### src/rtl/tcce_pkg.sv
`default_nettype none
package tcce_pkg;

    localparam int MAX_COLUMNS = 256;
    localparam int MAX_ROWS    = 128;
    localparam int TAB_WIDTH   = 8;

    localparam int COL_W  = 8;
    localparam int ROW_W  = 7;
    localparam int TAB_W  = $clog2(TAB_WIDTH);
    localparam int CFG_DW = 32;

    localparam logic [7:0] CH_BACKSPACE = 8'd8;
    localparam logic [7:0] CH_TAB       = 8'd9;
    localparam logic [7:0] CH_NEWLINE   = 8'd10;
    localparam logic [7:0] CH_SPACE     = 8'd32;

    localparam logic [COL_W:0] COLS_RESET = 9'd80;
    localparam logic [ROW_W:0] ROWS_RESET = 8'd25;

    typedef enum logic [1:0] {
        CFG_GRID_COLUMNS = 2'd0,
        CFG_GRID_ROWS    = 2'd1,
        CFG_FG_COLOR     = 2'd2,
        CFG_BG_COLOR     = 2'd3
    } t_cfg_idx;

    typedef enum logic {
        ST_IDLE,
        ST_TAB
    } t_state;

    typedef enum logic [2:0] {
        OP_NONE,
        OP_GLYPH,
        OP_BS,
        OP_NL,
        OP_TAB_LOAD,
        OP_TAB_SPACE
    } t_op;

    typedef struct packed {
        logic in_is_nl;
        logic in_is_bs;
        logic in_is_tab;
        logic slot_free;
        logic tab_last;
    } t_dp_stat;

    typedef struct packed {
        t_op op;
    } t_dp_cmd;

    typedef struct packed {
        logic [COL_W-1:0] col;
        logic [ROW_W-1:0] row;
    } t_cursor;

    // Column at or past the width goes to the next row; row past the end goes to 0.
    function automatic t_cursor f_wrap(input logic [COL_W:0] col, input logic [ROW_W:0] row,
                                       input logic [COL_W:0] cols, input logic [ROW_W:0] rows);
        t_cursor          res;
        logic [ROW_W:0]   r;
        r       = row;
        res.col = col[COL_W-1:0];
        if (col >= cols) begin
            res.col = '0;
            r       = row + 1'b1;
        end
        if (r >= rows) begin
            r = '0;
        end
        res.row = r[ROW_W-1:0];
        return res;
    endfunction

endpackage
`default_nettype wire

### src/rtl/text_console_cursor_engine_top.sv
`default_nettype none
// Text console cursor engine: takes character bytes and keeps a cursor on a
// grid_columns x grid_rows character grid, giving one cell-write word per
// drawn cell (column, row, glyph, last-of-run). A printable byte or a
// backspace gives one word; a newline gives none. A tab first loads its space
// count and then gives one space per cycle (one to eight), paced by the single
// output register. The output register lets a new byte in during the cycle its
// word is taken. Grid sizes of 0 read as 1 and sizes beyond 256 columns or 128
// rows saturate; colour registers are accepted but not used here. Write
// configuration only while idle.
module text_console_cursor_engine_top (
    input  wire                          i_clk,
    input  wire                          i_rst_n,
    input  wire                          i_cfg_we,
    input  wire  [1:0]                   i_cfg_index,
    input  wire  [tcce_pkg::CFG_DW-1:0]  i_cfg_wdata,
    input  wire                          i_in_valid,
    output logic                         o_in_ready,
    input  wire  [7:0]                   i_char_code,
    output logic                         o_out_valid,
    input  wire                          i_out_ready,
    output logic [tcce_pkg::COL_W-1:0]   o_cell_column,
    output logic [tcce_pkg::ROW_W-1:0]   o_cell_row,
    output logic [7:0]                   o_glyph_code,
    output logic                         o_last_of_run
);
    import tcce_pkg::*;

    t_dp_stat w_stat;
    t_dp_cmd  w_cmd;

    tcce_ctrl u_ctrl (
        .i_clk      (i_clk),
        .i_rst_n    (i_rst_n),
        .i_in_valid (i_in_valid),
        .o_in_ready (o_in_ready),
        .i_stat     (w_stat),
        .o_cmd      (w_cmd)
    );

    tcce_dp u_dp (
        .i_clk         (i_clk),
        .i_rst_n       (i_rst_n),
        .i_cfg_we      (i_cfg_we),
        .i_cfg_index   (i_cfg_index),
        .i_cfg_wdata   (i_cfg_wdata),
        .i_char_code   (i_char_code),
        .i_cmd         (w_cmd),
        .o_stat        (w_stat),
        .o_out_valid   (o_out_valid),
        .i_out_ready   (i_out_ready),
        .o_cell_column (o_cell_column),
        .o_cell_row    (o_cell_row),
        .o_glyph_code  (o_glyph_code),
        .o_last_of_run (o_last_of_run)
    );

endmodule
`default_nettype wire

### src/rtl/tcce_ctrl.sv
`default_nettype none
module tcce_ctrl (
    input  wire                 i_clk,
    input  wire                 i_rst_n,
    input  wire                 i_in_valid,
    output logic                o_in_ready,
    input  tcce_pkg::t_dp_stat  i_stat,
    output tcce_pkg::t_dp_cmd   o_cmd
);
    import tcce_pkg::*;

    t_state r_state;
    t_state n_state;

    always_ff @(posedge i_clk) begin
        if (!i_rst_n) begin
            r_state <= ST_IDLE;
        end else begin
            r_state <= n_state;
        end
    end

    always_comb begin
        n_state = r_state;
        case (r_state)
            ST_IDLE: begin
                if (i_in_valid && i_stat.slot_free && i_stat.in_is_tab) begin
                    n_state = ST_TAB;
                end
            end
            ST_TAB: begin
                if (i_stat.slot_free && i_stat.tab_last) begin
                    n_state = ST_IDLE;
                end
            end
            default: n_state = ST_IDLE;
        endcase
    end

    always_comb begin
        o_in_ready = 1'b0;
        o_cmd.op   = OP_NONE;
        case (r_state)
            ST_IDLE: begin
                o_in_ready = i_stat.slot_free;
                if (i_in_valid && i_stat.slot_free) begin
                    if (i_stat.in_is_nl) begin
                        o_cmd.op = OP_NL;
                    end else if (i_stat.in_is_bs) begin
                        o_cmd.op = OP_BS;
                    end else if (i_stat.in_is_tab) begin
                        o_cmd.op = OP_TAB_LOAD;
                    end else begin
                        o_cmd.op = OP_GLYPH;
                    end
                end
            end
            ST_TAB: begin
                if (i_stat.slot_free) begin
                    o_cmd.op = OP_TAB_SPACE;
                end
            end
            default: o_cmd.op = OP_NONE;
        endcase
    end

endmodule
`default_nettype wire

### src/rtl/tcce_dp.sv
`default_nettype none
module tcce_dp (
    input  wire                              i_clk,
    input  wire                              i_rst_n,
    input  wire                              i_cfg_we,
    input  wire  [1:0]                       i_cfg_index,
    input  wire  [tcce_pkg::CFG_DW-1:0]      i_cfg_wdata,
    input  wire  [7:0]                       i_char_code,
    input  tcce_pkg::t_dp_cmd                i_cmd,
    output tcce_pkg::t_dp_stat               o_stat,
    output logic                             o_out_valid,
    input  wire                              i_out_ready,
    output logic [tcce_pkg::COL_W-1:0]       o_cell_column,
    output logic [tcce_pkg::ROW_W-1:0]       o_cell_row,
    output logic [7:0]                       o_glyph_code,
    output logic                             o_last_of_run
);
    import tcce_pkg::*;

    logic [COL_W:0]   r_grid_columns;
    logic [ROW_W:0]   r_grid_rows;
    logic [COL_W-1:0] r_col;
    logic [ROW_W-1:0] r_row;
    logic [TAB_W:0]   r_tab_cnt;
    logic             r_out_valid;
    logic [COL_W-1:0] r_out_col;
    logic [ROW_W-1:0] r_out_row;
    logic [7:0]       r_out_glyph;
    logic             r_out_last;

    logic [COL_W:0]   w_cols;
    logic [ROW_W:0]   w_rows;
    t_cursor          w_cur;
    t_cursor          w_adv;
    t_cursor          w_bs;
    t_cursor          w_nl;
    logic [TAB_W:0]   w_tab_count;
    logic             w_emit;

    // Configuration; colour words are accepted and dropped, as this block does not use them.
    always_ff @(posedge i_clk) begin
        if (!i_rst_n) begin
            r_grid_columns <= COLS_RESET;
            r_grid_rows    <= ROWS_RESET;
        end else if (i_cfg_we) begin
            case (i_cfg_index)
                CFG_GRID_COLUMNS: r_grid_columns <= i_cfg_wdata[COL_W:0];
                CFG_GRID_ROWS:    r_grid_rows    <= i_cfg_wdata[ROW_W:0];
                CFG_FG_COLOR, CFG_BG_COLOR: ;
                default: ;
            endcase
        end
    end

    always_comb begin
        w_cols = r_grid_columns;
        if (r_grid_columns == '0) begin
            w_cols = (COL_W+1)'(1);
        end else if (r_grid_columns > (COL_W+1)'(MAX_COLUMNS)) begin
            w_cols = (COL_W+1)'(MAX_COLUMNS);
        end
        w_rows = r_grid_rows;
        if (r_grid_rows == '0) begin
            w_rows = (ROW_W+1)'(1);
        end else if (r_grid_rows > (ROW_W+1)'(MAX_ROWS)) begin
            w_rows = (ROW_W+1)'(MAX_ROWS);
        end
    end

    // Cursor may sit outside a grid that has just shrunk: wrap before use.
    always_comb begin
        w_cur = f_wrap({1'b0, r_col}, {1'b0, r_row}, w_cols, w_rows);
        w_adv = f_wrap({1'b0, w_cur.col} + 1'b1, {1'b0, w_cur.row}, w_cols, w_rows);
        w_nl  = f_wrap('0, {1'b0, w_cur.row} + 1'b1, w_cols, w_rows);
        w_bs  = w_cur;
        if (w_cur.col == '0) begin
            w_bs.col = COL_W'(w_cols - 1'b1);
            if (w_cur.row == '0) begin
                w_bs.row = ROW_W'(w_rows - 1'b1);
            end else begin
                w_bs.row = w_cur.row - 1'b1;
            end
        end else begin
            w_bs.col = w_cur.col - 1'b1;
        end
        w_tab_count = (TAB_W+1)'(TAB_WIDTH) - {1'b0, w_cur.col[TAB_W-1:0]};
    end

    assign w_emit = (i_cmd.op == OP_GLYPH) || (i_cmd.op == OP_BS) ||
                    (i_cmd.op == OP_TAB_SPACE);

    always_ff @(posedge i_clk) begin
        if (!i_rst_n) begin
            r_col <= '0;
            r_row <= '0;
        end else begin
            case (i_cmd.op)
                OP_GLYPH, OP_TAB_SPACE: begin
                    r_col <= w_adv.col;
                    r_row <= w_adv.row;
                end
                OP_BS: begin
                    r_col <= w_bs.col;
                    r_row <= w_bs.row;
                end
                OP_NL: begin
                    r_col <= w_nl.col;
                    r_row <= w_nl.row;
                end
                default: ;
            endcase
        end
    end

    always_ff @(posedge i_clk) begin
        if (!i_rst_n) begin
            r_out_valid <= 1'b0;
        end else if (w_emit) begin
            r_out_valid <= 1'b1;
        end else if (i_out_ready) begin
            r_out_valid <= 1'b0;
        end
    end

    always_ff @(posedge i_clk) begin
        case (i_cmd.op)
            OP_GLYPH: begin
                r_out_col   <= w_cur.col;
                r_out_row   <= w_cur.row;
                r_out_glyph <= i_char_code;
                r_out_last  <= 1'b1;
            end
            OP_BS: begin
                r_out_col   <= w_bs.col;
                r_out_row   <= w_bs.row;
                r_out_glyph <= CH_SPACE;
                r_out_last  <= 1'b1;
            end
            OP_TAB_LOAD: begin
                r_tab_cnt <= w_tab_count;
            end
            OP_TAB_SPACE: begin
                r_out_col   <= w_cur.col;
                r_out_row   <= w_cur.row;
                r_out_glyph <= CH_SPACE;
                r_out_last  <= (r_tab_cnt == (TAB_W+1)'(1));
                r_tab_cnt   <= r_tab_cnt - 1'b1;
            end
            default: ;
        endcase
    end

    always_comb begin
        o_stat.in_is_nl  = (i_char_code == CH_NEWLINE);
        o_stat.in_is_bs  = (i_char_code == CH_BACKSPACE);
        o_stat.in_is_tab = (i_char_code == CH_TAB);
        o_stat.slot_free = !r_out_valid || i_out_ready;
        o_stat.tab_last  = (r_tab_cnt == (TAB_W+1)'(1));
    end

    assign o_out_valid   = r_out_valid;
    assign o_cell_column = r_out_col;
    assign o_cell_row    = r_out_row;
    assign o_glyph_code  = r_out_glyph;
    assign o_last_of_run = r_out_last;

endmodule
`default_nettype wire

### config.mk
export PLATFORM = sky130hd
export DESIGN_NAME = text_console_cursor_engine_top
export DESIGN_NICKNAME = d
export VERILOG_FILES = /design/src/rtl/tcce_pkg.sv /design/src/rtl/text_console_cursor_engine_top.sv /design/src/rtl/tcce_ctrl.sv /design/src/rtl/tcce_dp.sv
export SDC_FILE = /design/constraint.sdc
export NUM_CORES = 1
export LEC_CHECK = 0
export ABC_AREA = 1
export BUFFER_PORTS_ARGS = -buffer_cell sky130_fd_sc_hd__buf_2
export CAP_MARGIN = 40
export CORE_UTILIZATION = 65
export CTS_BUF_LIST = sky130_fd_sc_hd__clkbuf_2 sky130_fd_sc_hd__clkbuf_4 sky130_fd_sc_hd__clkbuf_8
export CTS_CLUSTER_SIZE = 40
export DETAILED_ROUTE_END_ITERATION = 10
export PLACE_DENSITY_LB_ADDON = 0.25
export SLEW_MARGIN = 40
export SYNTH_ARGS = -nofsm -noshare
export SYNTH_HDL_FRONTEND = slang
export SYNTH_HIERARCHICAL = 1
export SYNTH_SLANG_ARGS = --single-unit
### constraint.sdc
create_clock -name i_clk -period 10.9 [get_ports i_clk]
set_input_delay 2.18 -clock i_clk [delete_from_list [all_inputs] [get_ports i_clk]]
set_output_delay 2.18 -clock i_clk [all_outputs]
set_load 0.05 [all_outputs]
Yosys cells after proc, flatten, opt, wreduce, memory -nomap -nowiden:

Cells that the tools add are included.

* bits in registers: 62
* latch bits: 0
* RAM bits: 0
* ROM bits: 0
* input bits: 47
* output and inout bits: 26
* logic and storage cells: 97
* memories: 0

* $add $sub $neg: 10
* multipliers: 0
* div/mod/pow operators: 0
* magnitude comparators: 8
* eq/ne operators: 10
* shifts and indexed selects: 0
* muxes and demuxes: 34
* bitwise logic cells: 1
* reductions and logical operators: 23

Operators with widths (count)
* two-way mux 8 bit: 8
* two-way mux 7 bit: 5
* case mux 8 bit (2 select lines): 2
* == test 8 x 4 -> 1 bit, second input constant: 3
* greater-or-equal comparator 8 bit: 3
* case mux 8 bit (3 select lines): 1
* case mux 7 bit (3 select lines): 1
* two-way mux 9 bit: 2
* adder 7 x 1 -> 8 bit, second input constant: 2
* zero test 8 bit: 2
* subtractor 8 x 1 -> 8 bit, second input constant: 2
* two-way mux 3 bit: 5
* case mux 7 bit (2 select lines): 1
* subtractor 7 x 1 -> 7 bit, second input constant: 2
* nonzero test 2 bit: 5
* adder 8 x 1 -> 9 bit, second input constant: 1
* greater-or-equal comparator 1 x 9 -> 1 bit, first input constant: 1
* greater-or-equal comparator 8 x 9 -> 1 bit: 1
* greater-or-equal comparator 9 bit: 1
* > comparator 9 bit, second input constant: 1
* zero test 9 bit: 1
* adder 8 x 1 -> 8 bit, second input constant: 1
* > comparator 8 bit, second input constant: 1
* case mux 4 bit (2 select lines): 1
* other kinds (19): 33

Depth between registers and ports, before layout:

Gate-level depths: netlist of run 1.

* depth in word-level cells: 13
* mapped depth: 45
* depth with buffers taken out: 44

Hierarchy:

The synthesis of run 1 kept the hierarchy.

By module, submodules not included
* tcce_dp: times used 1, cells an instance 779, area an instance 5265.0 sq um, sequential area each 1501.4 sq um
* tcce_ctrl: times used 1, cells an instance 20, area an instance 110.1 sq um, sequential area each 20.0 sq um

Least setup slack after synthesis of run 1:

OpenSTA, ideal clock, no wires.

* kind: register to register
* from: reg u_dp.r_grid_columns[2]
* to: reg u_dp.r_row[0]
* setup time: 119 ps
* arrival: 5495 ps
* data required time: 10781 ps
* slack: 5285 ps
* stages on the path, launching flop included: 44
* buffers on the path: 2
* clock period less this slack: 5615 ps
* path through: dfxtp_1 > nor2_1 > nand2_1 > nor4_1 > a21oi_1 > inv_1 > nand2_1 > ha_1 > nand2_1 > inv_1 > nand2_1 > nand3_1 > nand2_2 > nand2_4 > buf_8 > nor2_1 > ha_1 > nand3_1 > [... 8 more ...] > a31oi_1 > clkbuf_1 > xor2_1 > inv_1 > ha_1 > o21ai_0 > a21boi_0 > o21ai_0 > nand2_1 > nand2_1 > nand2_1 > nand2_1 > nand2_1 > a21oi_1 > o21ai_0 > o21ai_0 > nor2_1 > a21oi_1

* longest elaborated chain between the ends: 13
* elaborated cells on any way between the ends: 26
* those cells by class: 4 x add/sub; 7 x order compare; 12 x mux; 3 x reduce/logical

Ends and longest elaborated chain
* from (decl): RTL line tcce_dp.sv:20 `logic [COL_W:0] r_grid_columns;`
* from (signal assigned): RTL line tcce_dp.sv:47 `CFG_GRID_COLUMNS: r_grid_columns <= i_cfg_wdata[COL_W:0];`
* > comparator 9 bit: RTL line tcce_dp.sv:59 `end else if (r_grid_columns > (COL_W+1)'(MAX_COLUMNS)) begin`
* two-way mux 9 bit: RTL line tcce_dp.sv:59
* two-way mux 9 bit (*): RTL line tcce_dp.sv:57 `if (r_grid_columns == '0) begin`
* greater-or-equal comparator 8 x 9 -> 1 bit: RTL line tcce_pkg.sv:66 `if (col >= cols) begin`
* two-way mux 8 bit: RTL line tcce_pkg.sv:66
* greater-or-equal comparator 8 bit: RTL line tcce_pkg.sv:70 `if (r >= rows) begin`
* two-way mux 7 bit: RTL line tcce_pkg.sv:70
* adder 7 x 1 -> 8 bit: RTL line tcce_pkg.sv:68, tcce_dp.sv:74
* adder 8 x 1 -> 8 bit: RTL line tcce_pkg.sv:68 `r = row + 1'b1;`
* two-way mux 8 bit: RTL line tcce_pkg.sv:66
* greater-or-equal comparator 8 bit: RTL line tcce_pkg.sv:70
* two-way mux 7 bit: RTL line tcce_pkg.sv:70
* case mux 7 bit (3 select lines) (*): RTL line tcce_dp.sv:97 `case (i_cmd.op)`
* to (signal assigned): RTL line tcce_dp.sv:100 `r_row <= w_adv.row;`
* to (signal assigned): RTL line tcce_dp.sv:104 `r_row <= w_bs.row;`
* to (signal assigned): RTL line tcce_dp.sv:108 `r_row <= w_nl.row;`
* to (decl): RTL line tcce_dp.sv:23 `logic [ROW_W-1:0] r_row;`

Mark *: on every way between the ends. The rest lies on a longest branch, timed or not.
A chain may end at the register's enable or synchronous reset.

Worst setup path in the final report of run 1:

Same ends and word-level chain as after synthesis.

==> metrics.md, run 1 <==
| Metric | Value |
|---|---|
| Clk buf depth | `2` |
| Hold Buf Count CTS | `0` |
| Post-layout min period | `approximately 7000 ps` |
| Synth Area in Adders | `roughly an eighth` |
| H-Tree Depth | `3` |
| Synth cell count leaders | `nand2_1 (187), inv_1 (122), nor2_1 (81), nand3_1 (68), o21ai_0 (67)` |
| Setup Total Neg Slack | `0 ps` |
| Overall power | `between 1 and 1.5 mW` |
| CP max-delay cell | `o21ai_0` |
| Share of layout cells above drive strength 1 | `approximately 14%` |
| Compound-Gate Fraction of Synth Area | `a little over an eighth` |
| Post-synth EDFFs | `28` |
| Detailed placement HPWL | `around 11,000 um` |
| Crit-path leading delay family | `compound AO/OA/AOI/OAI gates` |
| Core Util, Final | `between 70% and 80%` |
| Post_cts resized | `0` |
| Worst path max stage delay | `between 500 and 600 ps` |
| Power Internal | `around 0.55 mW` |
| Die H | `a little over 90 um` |
| Final Setup Violations | `0` |
| Row count | `32` |
| Max VDD drop | `0.0939 mV` |
| Sw Ratio | `~50%` |
| Layout Nets | `approximately 940` |
| Cell Count, Final, Fillers Out | `about 950` |
| Fin crit share | `around 65%` |
| Lkg Pwr | `3.04 nW` |
| Remaining antenna violation count | `0` |
| WL per Instance | `roughly 14 um` |
| Hold Fails Final Rpt | `0` |
| CP required | `~11,000 ps` |
| XOR/XNOR share of the synthesized area | `2.77%` |
| Number of I/O pins | `73` |
| Synth Register Bits | `slightly above 60` |
| Post-synthesis simple-gate area fraction | `between 30% and 40%` |
| Max-cap violations | `0` |
| Setup crit start kind | `register` |
| First-pass GRT wire length | `~23,000 um` |
| Slew @ Worst Pin | `671 ps` |
| DR pass1 iterations | `5` |
| Setup CP Type | `register to register` |
| Mean post-synth cell area | `6.73 sq um` |
| DRT iter0 DRCs | `around 400` |
| Diode count | `0` |
| Arr. time, crit path | `between 7000 and 8000 ps` |
| Fmax | `around 140 MHz` |
| Worst-Skew Late Latency | `between 300 and 400 ps` |
| Crit path top cell by count | `nand2_1` |
| Gr usage total | `33.7%` |
| Synth top area share | `between 15 and 20%` |
| Reg clk slew, reported paths | `approximately 70 ps` |
| Die Area | `8640 sq um` |
| Post-CTS setup buffers | `0` |
| Routed via count | `approximately 5,400` |
| Yosys cell types | `between 40 and 50` |
| Unrepaired setup endpoints after global routing | `false` |
| Crit path max fanout | `15` |
| Synth top area cells | `edfxtp_1 (16%), nand2_1 (13%), dfxtp_1 (13%), ha_1 (12%), inv_1 (8.5%)` |
| Yosys Warn Count | `6` |
| Largest family of logic cells by synthesized area | `simple AND/OR/NAND/NOR gates` |
| Seq/Total Area, Yosys | `around 28%` |
| Placed Cells | `~940` |
| Syn nets | `~900` |
| Synth Instances | `between 700 and 800` |
| Synthesis-to-finish area growth | `9.08%` |
| Synth Flop Type | `dfxtp_1` |
| Mux share of post-synthesis cell area | `0%` |
| Async set-reset flop share out of synthesis | `0%` |
| Netlist Area Pre-Place | `5380 sq um` |
| Cell taking the most area after synthesis | `edfxtp_1` |
| IO buf count | `49` |
| Die width | `about 93 um` |
| Clk sink count | `62` |
| Critical path endpoint category | `register` |
| Count leader, synth | `nand2_1` |
| Status | `complete, no violations` |
| CTS buffer count | `9` |
| Initial antenna violation count | `0` |
| Worst min path class | `register to register` |
| TritonCTS clock tree | `yes` |
| Core area | `between 7000 and 8000 sq um` |
| Via-per-instance ratio | `between 5 and 6` |
| Routed wire length | `13,700 um` |
| GPL Wtd Cong | `roughly 0.98` |
| Gate power share | `56.6%` |
| Largest net degree at the start of global routing | `35` |
| Power share of the clock group | `around 17%` |
| Reg power frac | `between 20% and 30%` |
| Starting density of the core | `between 60% and 70%` |
| Worst clock skew | `around 17 ps` |
| Total grt overflow | `0` |
| Crit path buffers/inverters | `2` |
| Pwr Density | `around 190 nW/um^2` |
| Clock Tree Root | `clkbuf_8` |
| Max Slew Vio Count | `0` |
| DR DRC count | `0` |
| P_sw | `roughly 0.53 mW` |
| Via count of the first global-routing pass | `4,911` |
| Worst rel slew slack | `between 50% and 60%` |
worst paths after layout:
check                                             end  slack [ps]  cells past startpoint                                start
setup / recovery           u_dp/r_row[0]$_SDFFE_PN0P_        3840                     40  u_dp/r_grid_columns[2]$_SDFFE_PN0P_
hold / removal    u_dp/r_grid_columns[0]$_SDFFE_PN0P_         470                      2  u_dp/r_grid_columns[0]$_SDFFE_PN0P_
setup reg to reg           u_dp/r_row[0]$_SDFFE_PN0P_        3840                     40  u_dp/r_grid_columns[2]$_SDFFE_PN0P_
hold reg to reg   u_dp/r_grid_columns[0]$_SDFFE_PN0P_         470                      2  u_dp/r_grid_columns[0]$_SDFFE_PN0P_
cell families (layout without fill, tap and decap cells):
kind of cell               after synthesis  count (layout)
AOI/OAI and AO/OA                      131             131
xor gates and xnor gates                17              17
adders and majority gates               51              51
buffers and inverters                  146             198
DFF                                     62              62
and+or+nand+nor                        392             392
layout by cell type (no fill, tap or decap), types with 2 or more instances in the layout:
cell,instances
a211oi_1,2
a21boi_0,3
a21o_1,2
a21oi_1,36
a31oi_1,3
buf_2,49
clkbuf_4,2
clkbuf_8,9
clkinv_2,4
dfxtp_1,34
edfxtp_1,28
ha_1,51
inv_1,122
inv_2,9
nand2_1,187
nand2_2,10
nand2_4,2
nand3_1,68
nand3_2,3
nand3b_1,4
nand4_1,4
nor2_1,80
nor2_2,7
nor2_4,6
nor3_1,8
nor4_1,5
o211ai_1,5
o21ai_0,67
o21ai_1,3
o21ai_2,2
or2_2,3
xnor2_1,2
xor2_1,15
metal layers:
metal / global-route usage, % / wire [um] / vias up
met1: 46.7 / 6090 / 2472
met4: 8.59 / 160 / 0
met5: 0 / 0 / -
li1: - / - / 2708
met3: 6.32 / 1140 / 23
met2: 53.9 / 6320 / 243
registers in the layout, indices dropped and copies added (netlist names):
register             flops
u_ctrl/r_state           1
u_dp/o_cell_column       8
u_dp/o_cell_row          7
u_dp/o_glyph_code        8
u_dp/o_last_of_run       1
u_dp/o_out_valid         1
u_dp/r_col               8
u_dp/r_grid_columns      9
u_dp/r_grid_rows         8
u_dp/r_row               7
u_dp/r_tab_cnt           4
metrics by stage:
step | setup slack [ps] | cell area (sq um) | hold WS, ps
finish | 3840 | 5860 | 471
global route | 3060 | 5860 | 488
CTS | 4000 | 5850 | 465
detailed placement | 4060 | 5690 | 456
global placement | 3910 | 5680 | 453
floorplan | 5290 | 5380 | 441
power groups by stage:
| stage | Combinational, mW | Clock [mW] | Sequential, mW |
|---|---|---|---|
| floorplan | 0.421 | 0 | 0.350 |
| global placement | 0.578 | 0 | 0.296 |
| detailed placement | 0.598 | 0 | 0.297 |
| CTS | 0.601 | 0.180 | 0.292 |
| global route | 0.693 | 0.193 | 0.295 |
| finish | 0.615 | 0.180 | 0.292 |
layout make-up:
| class | instances | area (sq um) |
|---|---|---|
| clock buffers | 11 | 139 |
| clock inverters | 5 | 27.5 |
| fillers | 680 | 1980 |
| inverters | 132 | 498 |
| multi-input cells | 591 | 3290 |
| flip-flops and latches | 62 | 1520 |
| well taps | 102 | 128 |
| repair buffers | 50 | 256 |
worst reg2reg max path, delay by kind of cell, from the launching register on:
kind                     cells  cell delay, ps
buffers and inverters        2             190
AO/OA/AOI/OAI               12            2470
AND/OR/NAND/NOR             21            2470
adder cells (fa/ha/maj)      4            1240
flip-flops                   1             360
XOR/XNOR                     1             200
Power figures use the tool's default switching activity.
==> inputs of run 2 (changes only) <==
CORE_UTILIZATION = 61   (was 65)
clock period = 7.4 ns   (was 10.9 ns; I/O delays follow)
==> run 2 against run 1 <==
Against the previous run: global-route usage fell by 2.6 points; wire length fell by 0.14%; worst setup slack got worse by 2900 ps; hold slack got worse by 5.1 ps; final cell count rose by 0.52%; sequential share of layout area fell by 0.24 points; count of clock-buffer cells in the layout rose by 2; sequential power rose by 47%; combinational power rose by 49%; non-clock buffer count rose by 2; first-iteration DRC count rose by 24%; die area rose by 6.4%.
==> metrics.md, run 2 (synthesis gave the netlist of run 1 again) <==
| Metric | Value |
|---|---|
| Worst min path class | `register to register` |
| Largest net degree at the start of global routing | `35` |
| Largest Register | `u_dp/r_grid_columns` |
| DR pass1 iterations | `5` |
| Initial antenna violation count | `0` |
| Number of flip-flops in the largest register | `9` |
| R2r worst-path depth | `44` |
| Hold Path Origin | `u_dp/r_grid_columns[0]$_SDFFE_PN0P_` |
| Hold Buf Count CTS | `0` |
| Post-CTS setup buffers | `0` |
| R2R Path End | `u_dp/r_row[0]$_SDFFE_PN0P_` |
| Via count of the first global-routing pass | `just under 5,000` |
| Post-layout min period | `6430 ps` |
| Via-per-instance ratio | `5.69` |
| Worst clock skew | `~17 ps` |
| WL per Instance | `14.3 um` |
| Reg power frac | `roughly a quarter` |
| Cell Count, Final, Fillers Out | `approximately 960` |
| Arr. time, crit path | `6700 ps` |
| Final Setup Violations | `0` |
| Dpl ws | `1110 ps` |
| Setup CP Type | `register to register` |
| Total grt overflow | `0` |
| Setup Total Neg Slack | `0 ps` |
| Overall power | `about 1.7 mW` |
| WHS Path Cells | `2` |
| Power share of the clock group | `around a fifth` |
| Synthesis-to-finish area growth | `10.1%` |
| Layout Nets | `between 900 and 1,000` |
| Diode count | `0` |
| Core area | `roughly 8400 sq um` |
| DRT iter0 DRCs | `490` |
| Worst rel slew slack | `54.7%` |
| Die width | `~96 um` |
| Commonest non-fill, non-tap cell in the layout | `nand2_1` |
| Fmax | `approximately 160 MHz` |
| Clk sink count | `62` |
| Lkg Pwr | `between 3 and 4 nW` |
| GPL Wtd Cong | `roughly 0.92` |
| Worst-Skew Late Latency | `340 ps` |
| Finished Cell Area | `5920 sq um` |
| Max VDD drop | `0.133 mV` |
| P_sw | `between 0.7 and 0.8 mW` |
| Clock Tree Root | `clkbuf_8` |
| DR DRC count | `0` |
| Sw Ratio | `a little under half` |
| Number of I/O pins | `between 70 and 80` |
| Die Area | `about 9200 sq um` |
| Pwr Density | `281 nW/um^2` |
| CTS buffer count | `9` |
| First-pass GRT wire length | `~22,000 um` |
| Gate power share | `a little over half` |
| Reg clk slew, reported paths | `~70 ps` |
| Detailed placement HPWL | `about 11,000 um` |
| H-Tree Depth | `3` |
| Share of layout cells above drive strength 1 | `about 14%` |
| Setup crit start kind | `register` |
| Die H | `approximately 96 um` |
| Remaining antenna violation count | `0` |
| Routed wire length | `~14,000 um` |
| Setup WS post-layout | `973 ps` |
| Gr usage total | `between 30% and 40%` |
| CP required | `7670 ps` |
| Worst r2r src | `u_dp/r_grid_columns[2]$_SDFFE_PN0P_` |
| Worst path max stage delay | `360 ps` |
| Hold Fails Final Rpt | `0` |
| Most frequent cells in the layout | `nand2_1 (186), inv_1 (122), nor2_1 (80)` |
| Starting density of the core | `64.1%` |
| IO buf count | `49` |
| Crit path max fanout | `15` |
| Crit path top cell by count | `nand2_1` |
| Unrepaired setup endpoints after global routing | `false` |
| Power Internal | `around 0.88 mW` |
| Placed Cells | `roughly 940` |
| Status | `complete, no violations` |
| Critical path endpoint category | `register` |
| Slew @ Worst Pin | `just under 700 ps` |
| Max Slew Vio Count | `0` |
| Hold Crit Endpoint | `u_dp/r_grid_columns[0]$_SDFFE_PN0P_` |
| R2R setup slack | `between 900 and 1000 ps` |
| Post_cts resized | `0` |
| Placed Area | `around 5700 sq um` |
| CP max-delay cell | `dfxtp_1` |
| Max-cap violations | `0` |
| Fill cells | `731` |
| Routed via count | `about 5,500` |
| TritonCTS clock tree | `yes` |
| Fin crit share | `between 80% and 90%` |
| Clk buf depth | `2` |
| Row count | `33` |
run 2: cell count changes in the layout (fill, tap and decap cells not counted), sizes merged:
cell    previous run  this run
buf               50        52
bufinv             0         1
clkbuf            11        13
clkinv             4         1
run 2: through the flow:
step | util, % | hold slack [ps]
final | 70.6 | 466
after global routing | 70.6 | 513
after CTS | 70.6 | 469
after detailed placement | 68.1 | 459
after global placement | 68.0 | 453
after floorplan | - | 441
run 2: area by class of cell:
| type | instances | area, sq um | area share (%) |
|---|---|---|---|
| multi-input combinational | 591 | 3290 | 55.6 |
| sequential | 62 | 1520 | 25.7 |
| inverter | 132 | 498 | 8.42 |
| timing repair buffer | 52 | 268 | 4.53 |
| clock buffer | 13 | 166 | 2.81 |
| tap | 105 | 131 | 2.22 |
| clock inverter | 3 | 42.5 | 0.719 |
run 2: power groups by stage:
stage               registers [mW]  logic, mW  clock network, mW
floorplan                    0.516      0.621                  0
global placement             0.436      0.857                  0
detailed placement           0.437      0.888                  0
CTS                          0.429      0.895              0.323
global route                 0.433       1.02              0.336
finish                       0.430      0.914              0.320
run 2: worst max-delay path by stage:
stage / depth (start not counted) / to / startpoint
2_1_floorplan: 43 / u_dp/r_row[0]$_SDFFE_PN0P_ / u_dp/r_grid_columns[2]$_SDFFE_PN0P_
3_3_place_gp: 44 / u_dp/r_row[0]$_SDFFE_PN0P_ / u_dp/r_grid_columns[2]$_SDFFE_PN0P_
3_5_place_dp: 44 / u_dp/r_row[0]$_SDFFE_PN0P_ / u_dp/r_grid_columns[2]$_SDFFE_PN0P_
4_1_cts: 44 / u_dp/r_row[0]$_SDFFE_PN0P_ / u_dp/r_grid_columns[2]$_SDFFE_PN0P_
5_1_grt: 44 / u_dp/r_row[0]$_SDFFE_PN0P_ / u_dp/r_grid_columns[2]$_SDFFE_PN0P_
6_report: 44 / u_dp/r_row[0]$_SDFFE_PN0P_ / u_dp/r_grid_columns[2]$_SDFFE_PN0P_
run 2: routing by layer:
| metal | vias up | routed length [um] | track usage, % |
|---|---|---|---|
| li1 | 2699 | - | - |
| met1 | 2525 | 6340 | 40.5 |
| met2 | 218 | 6270 | 53.8 |
| met3 | 13 | 945 | 4.74 |
| met4 | 0 | 143 | 7.59 |
| met5 | - | 0 | 0 |
run 2: worst max-delay path: cells and delay by family, from the launching register on:
family                   cells  cell delay, ps
XOR/XNOR                     2             380
AO/OA/AOI/OAI               11            1560
adder cells (fa/ha/maj)      4            1060
AND/OR/NAND/NOR             21            2190
flip-flops                   1             360
buffers and inverters        6             800
==> inputs of run 3 (changes only) <==
PLACE_DENSITY_LB_ADDON = 0.2   (was 0.25)
==> run 3 against run 2 <==
Against the previous run: maximum frequency down 0.83%; clock power shrank 15%; worst setup slack got worse by 54 ps; count of clock-buffer cells in the layout fell by 4; critical endpoint unchanged; largest cell class unchanged; highest routed layer unchanged.
==> metrics.md, run 3 (synthesis gave the netlist of run 1 again) <==
| Metric | Value |
|---|---|
| Number of I/O pins | `73` |
| DR DRC count | `0` |
| Max-cap violations | `0` |
| DR pass1 iterations | `5` |
| Layout Nets | `946` |
| Reg power frac | `a little over a quarter` |
| Crit path max fanout | `15` |
| Diode count | `0` |
| Cell Count, Final, Fillers Out | `958` |
| Lkg Pwr | `3.05 nW` |
| Most frequent cells in the layout | `nand2_1 (186), inv_1 (122), nor2_1 (80)` |
| Final Setup Violations | `0` |
| H-Tree Depth | `3` |
| Detailed placement HPWL | `about 11,000 um` |
| Status | `complete, no violations` |
| Fin crit share | `between 80% and 90%` |
| Die width | `95.9 um` |
| Synthesis-to-finish area growth | `9.38%` |
| Commonest non-fill, non-tap cell in the layout | `nand2_1` |
| Max Slew Vio Count | `0` |
| Clock Tree Root | `clkbuf_8` |
| Gate power share | `a little under three fifths` |
| Die H | `between 90 and 100 um` |
| Max VDD drop | `0.125 mV` |
| Number of flip-flops in the largest register | `9` |
| Via-per-instance ratio | `5.53` |
| CP max-delay cell | `dfxtp_1` |
| Post-CTS setup buffers | `0` |
| Power share of the clock group | `between 15 and 20%` |
| Slew @ Worst Pin | `between 600 and 700 ps` |
| Setup crit start kind | `register` |
| Unrepaired setup endpoints after global routing | `false` |
| CTS buffer count | `9` |
| First-pass GRT wire length | `~22,000 um` |
| Overall power | `1.60 mW` |
| Total grt overflow | `0` |
| GPL Wtd Cong | `approximately 0.93` |
| Die Area | `9190 sq um` |
| Hold Buf Count CTS | `0` |
| Setup Total Neg Slack | `0 ps` |
| IO buf count | `49` |
| P_sw | `between 0.7 and 0.8 mW` |
| Routed wire length | `13,500 um` |
| Gr usage total | `a little under a third` |
| Critical path endpoint category | `register` |
| Placed Cells | `roughly 940` |
| TritonCTS clock tree | `yes` |
| Arr. time, crit path | `6760 ps` |
| Initial antenna violation count | `0` |
| Largest net degree at the start of global routing | `35` |
| Worst rel slew slack | `54.8%` |
| Largest Register | `u_dp/r_grid_columns` |
| Post-layout min period | `roughly 6500 ps` |
| Remaining antenna violation count | `0` |
| Worst clock skew | `9.53 ps` |
| CP required | `7680 ps` |
| Power Internal | `between 0.8 and 0.9 mW` |
| Worst-Skew Late Latency | `about 340 ps` |
| Worst min path class | `register to register` |
| WL per Instance | `around 14 um` |
| Setup CP Type | `register to register` |
| Worst path max stage delay | `370 ps` |
| DRT iter0 DRCs | `about 450` |
| Hold Fails Final Rpt | `0` |
| Core area | `approximately 8400 sq um` |
| Pwr Density | `roughly 270 nW/um^2` |
| Post_cts resized | `0` |
| Clk sink count | `62` |
| Fmax | `between 150 and 200 MHz` |
| Routed via count | `between 5,000 and 6,000` |
| Via count of the first global-routing pass | `~4,800` |
| Sw Ratio | `roughly 50%` |
| Row count | `33` |
| Clk buf depth | `2` |
| Reg clk slew, reported paths | `about 80 ps` |
| Crit path top cell by count | `nand2_1` |
| Starting density of the core | `between 60 and 70%` |
| Share of layout cells above drive strength 1 | `~14%` |
-- run 3: changes by cell type in the layout (fill, tap and decap cells not counted), sizes merged --
| cell | before | now |
|---|---|---|
| inv | 132 | 135 |
| clkinv | 1 | 3 |
| clkbuf | 13 | 9 |
| bufinv | 1 | 0 |
-- run 3: critical path, delay by kind of cell, from the launching register on --
family                     cells  cell delay, ps
AOI/OAI and AO/OA             11            1640
and+or+nand+nor               21            2190
xor gates and xnor gates       2             320
DFF                            1             370
adders and majority gates      4            1070
buffers and inverters          6             800
-- run 3: stage by stage --
step	setup slack [ps]	hold WS [ps]	cell area [sq um]	util, %
floorplan	1790	441	5380	-
global placement	1250	451	5700	68.0
detailed placement	1110	470	5710	68.1
CTS	1050	480	5880	70.1
global route	246	505	5880	70.1
finish	919	483	5880	70.1
-- run 3: layout make-up --
type | count | area (sq um)
flip-flops and latches | 62 | 1520
well taps | 105 | 131
inverters | 132 | 498
clock inverters | 7 | 47.5
repair buffers | 52 | 268
multi-input cells | 591 | 3290
clock buffers | 9 | 124
fillers | 718 | 2500
-- run 3: path summary, 6_finish.rpt --
kind	to	cells after the start	slack, ps	from
setup / recovery	u_dp/r_row[0]$_SDFFE_PN0P_	44	920	u_dp/r_grid_columns[2]$_SDFFE_PN0P_
hold / removal	u_dp/r_grid_columns[0]$_SDFFE_PN0P_	2	480	u_dp/r_grid_columns[0]$_SDFFE_PN0P_
setup reg to reg	u_dp/r_row[0]$_SDFFE_PN0P_	44	920	u_dp/r_grid_columns[2]$_SDFFE_PN0P_
hold reg to reg	u_dp/r_grid_columns[0]$_SDFFE_PN0P_	2	480	u_dp/r_grid_columns[0]$_SDFFE_PN0P_
-- run 3: power by group through the flow --
| stage | Sequential, mW | Clock (mW) | Combinational, mW |
|---|---|---|---|
| floorplan | 0.516 | 0 | 0.621 |
| global placement | 0.436 | 0 | 0.858 |
| detailed placement | 0.437 | 0 | 0.885 |
| CTS | 0.429 | 0.276 | 0.891 |
| global route | 0.434 | 0.291 | 1.01 |
| finish | 0.430 | 0.273 | 0.900 |
-- run 3: routing by layer --
metal  global-route usage (%)  routed length, um
met1                     41.0               6300
met2                     51.4               6120
met3                     4.74                892
met4                     10.2                225
met5                        0                  0
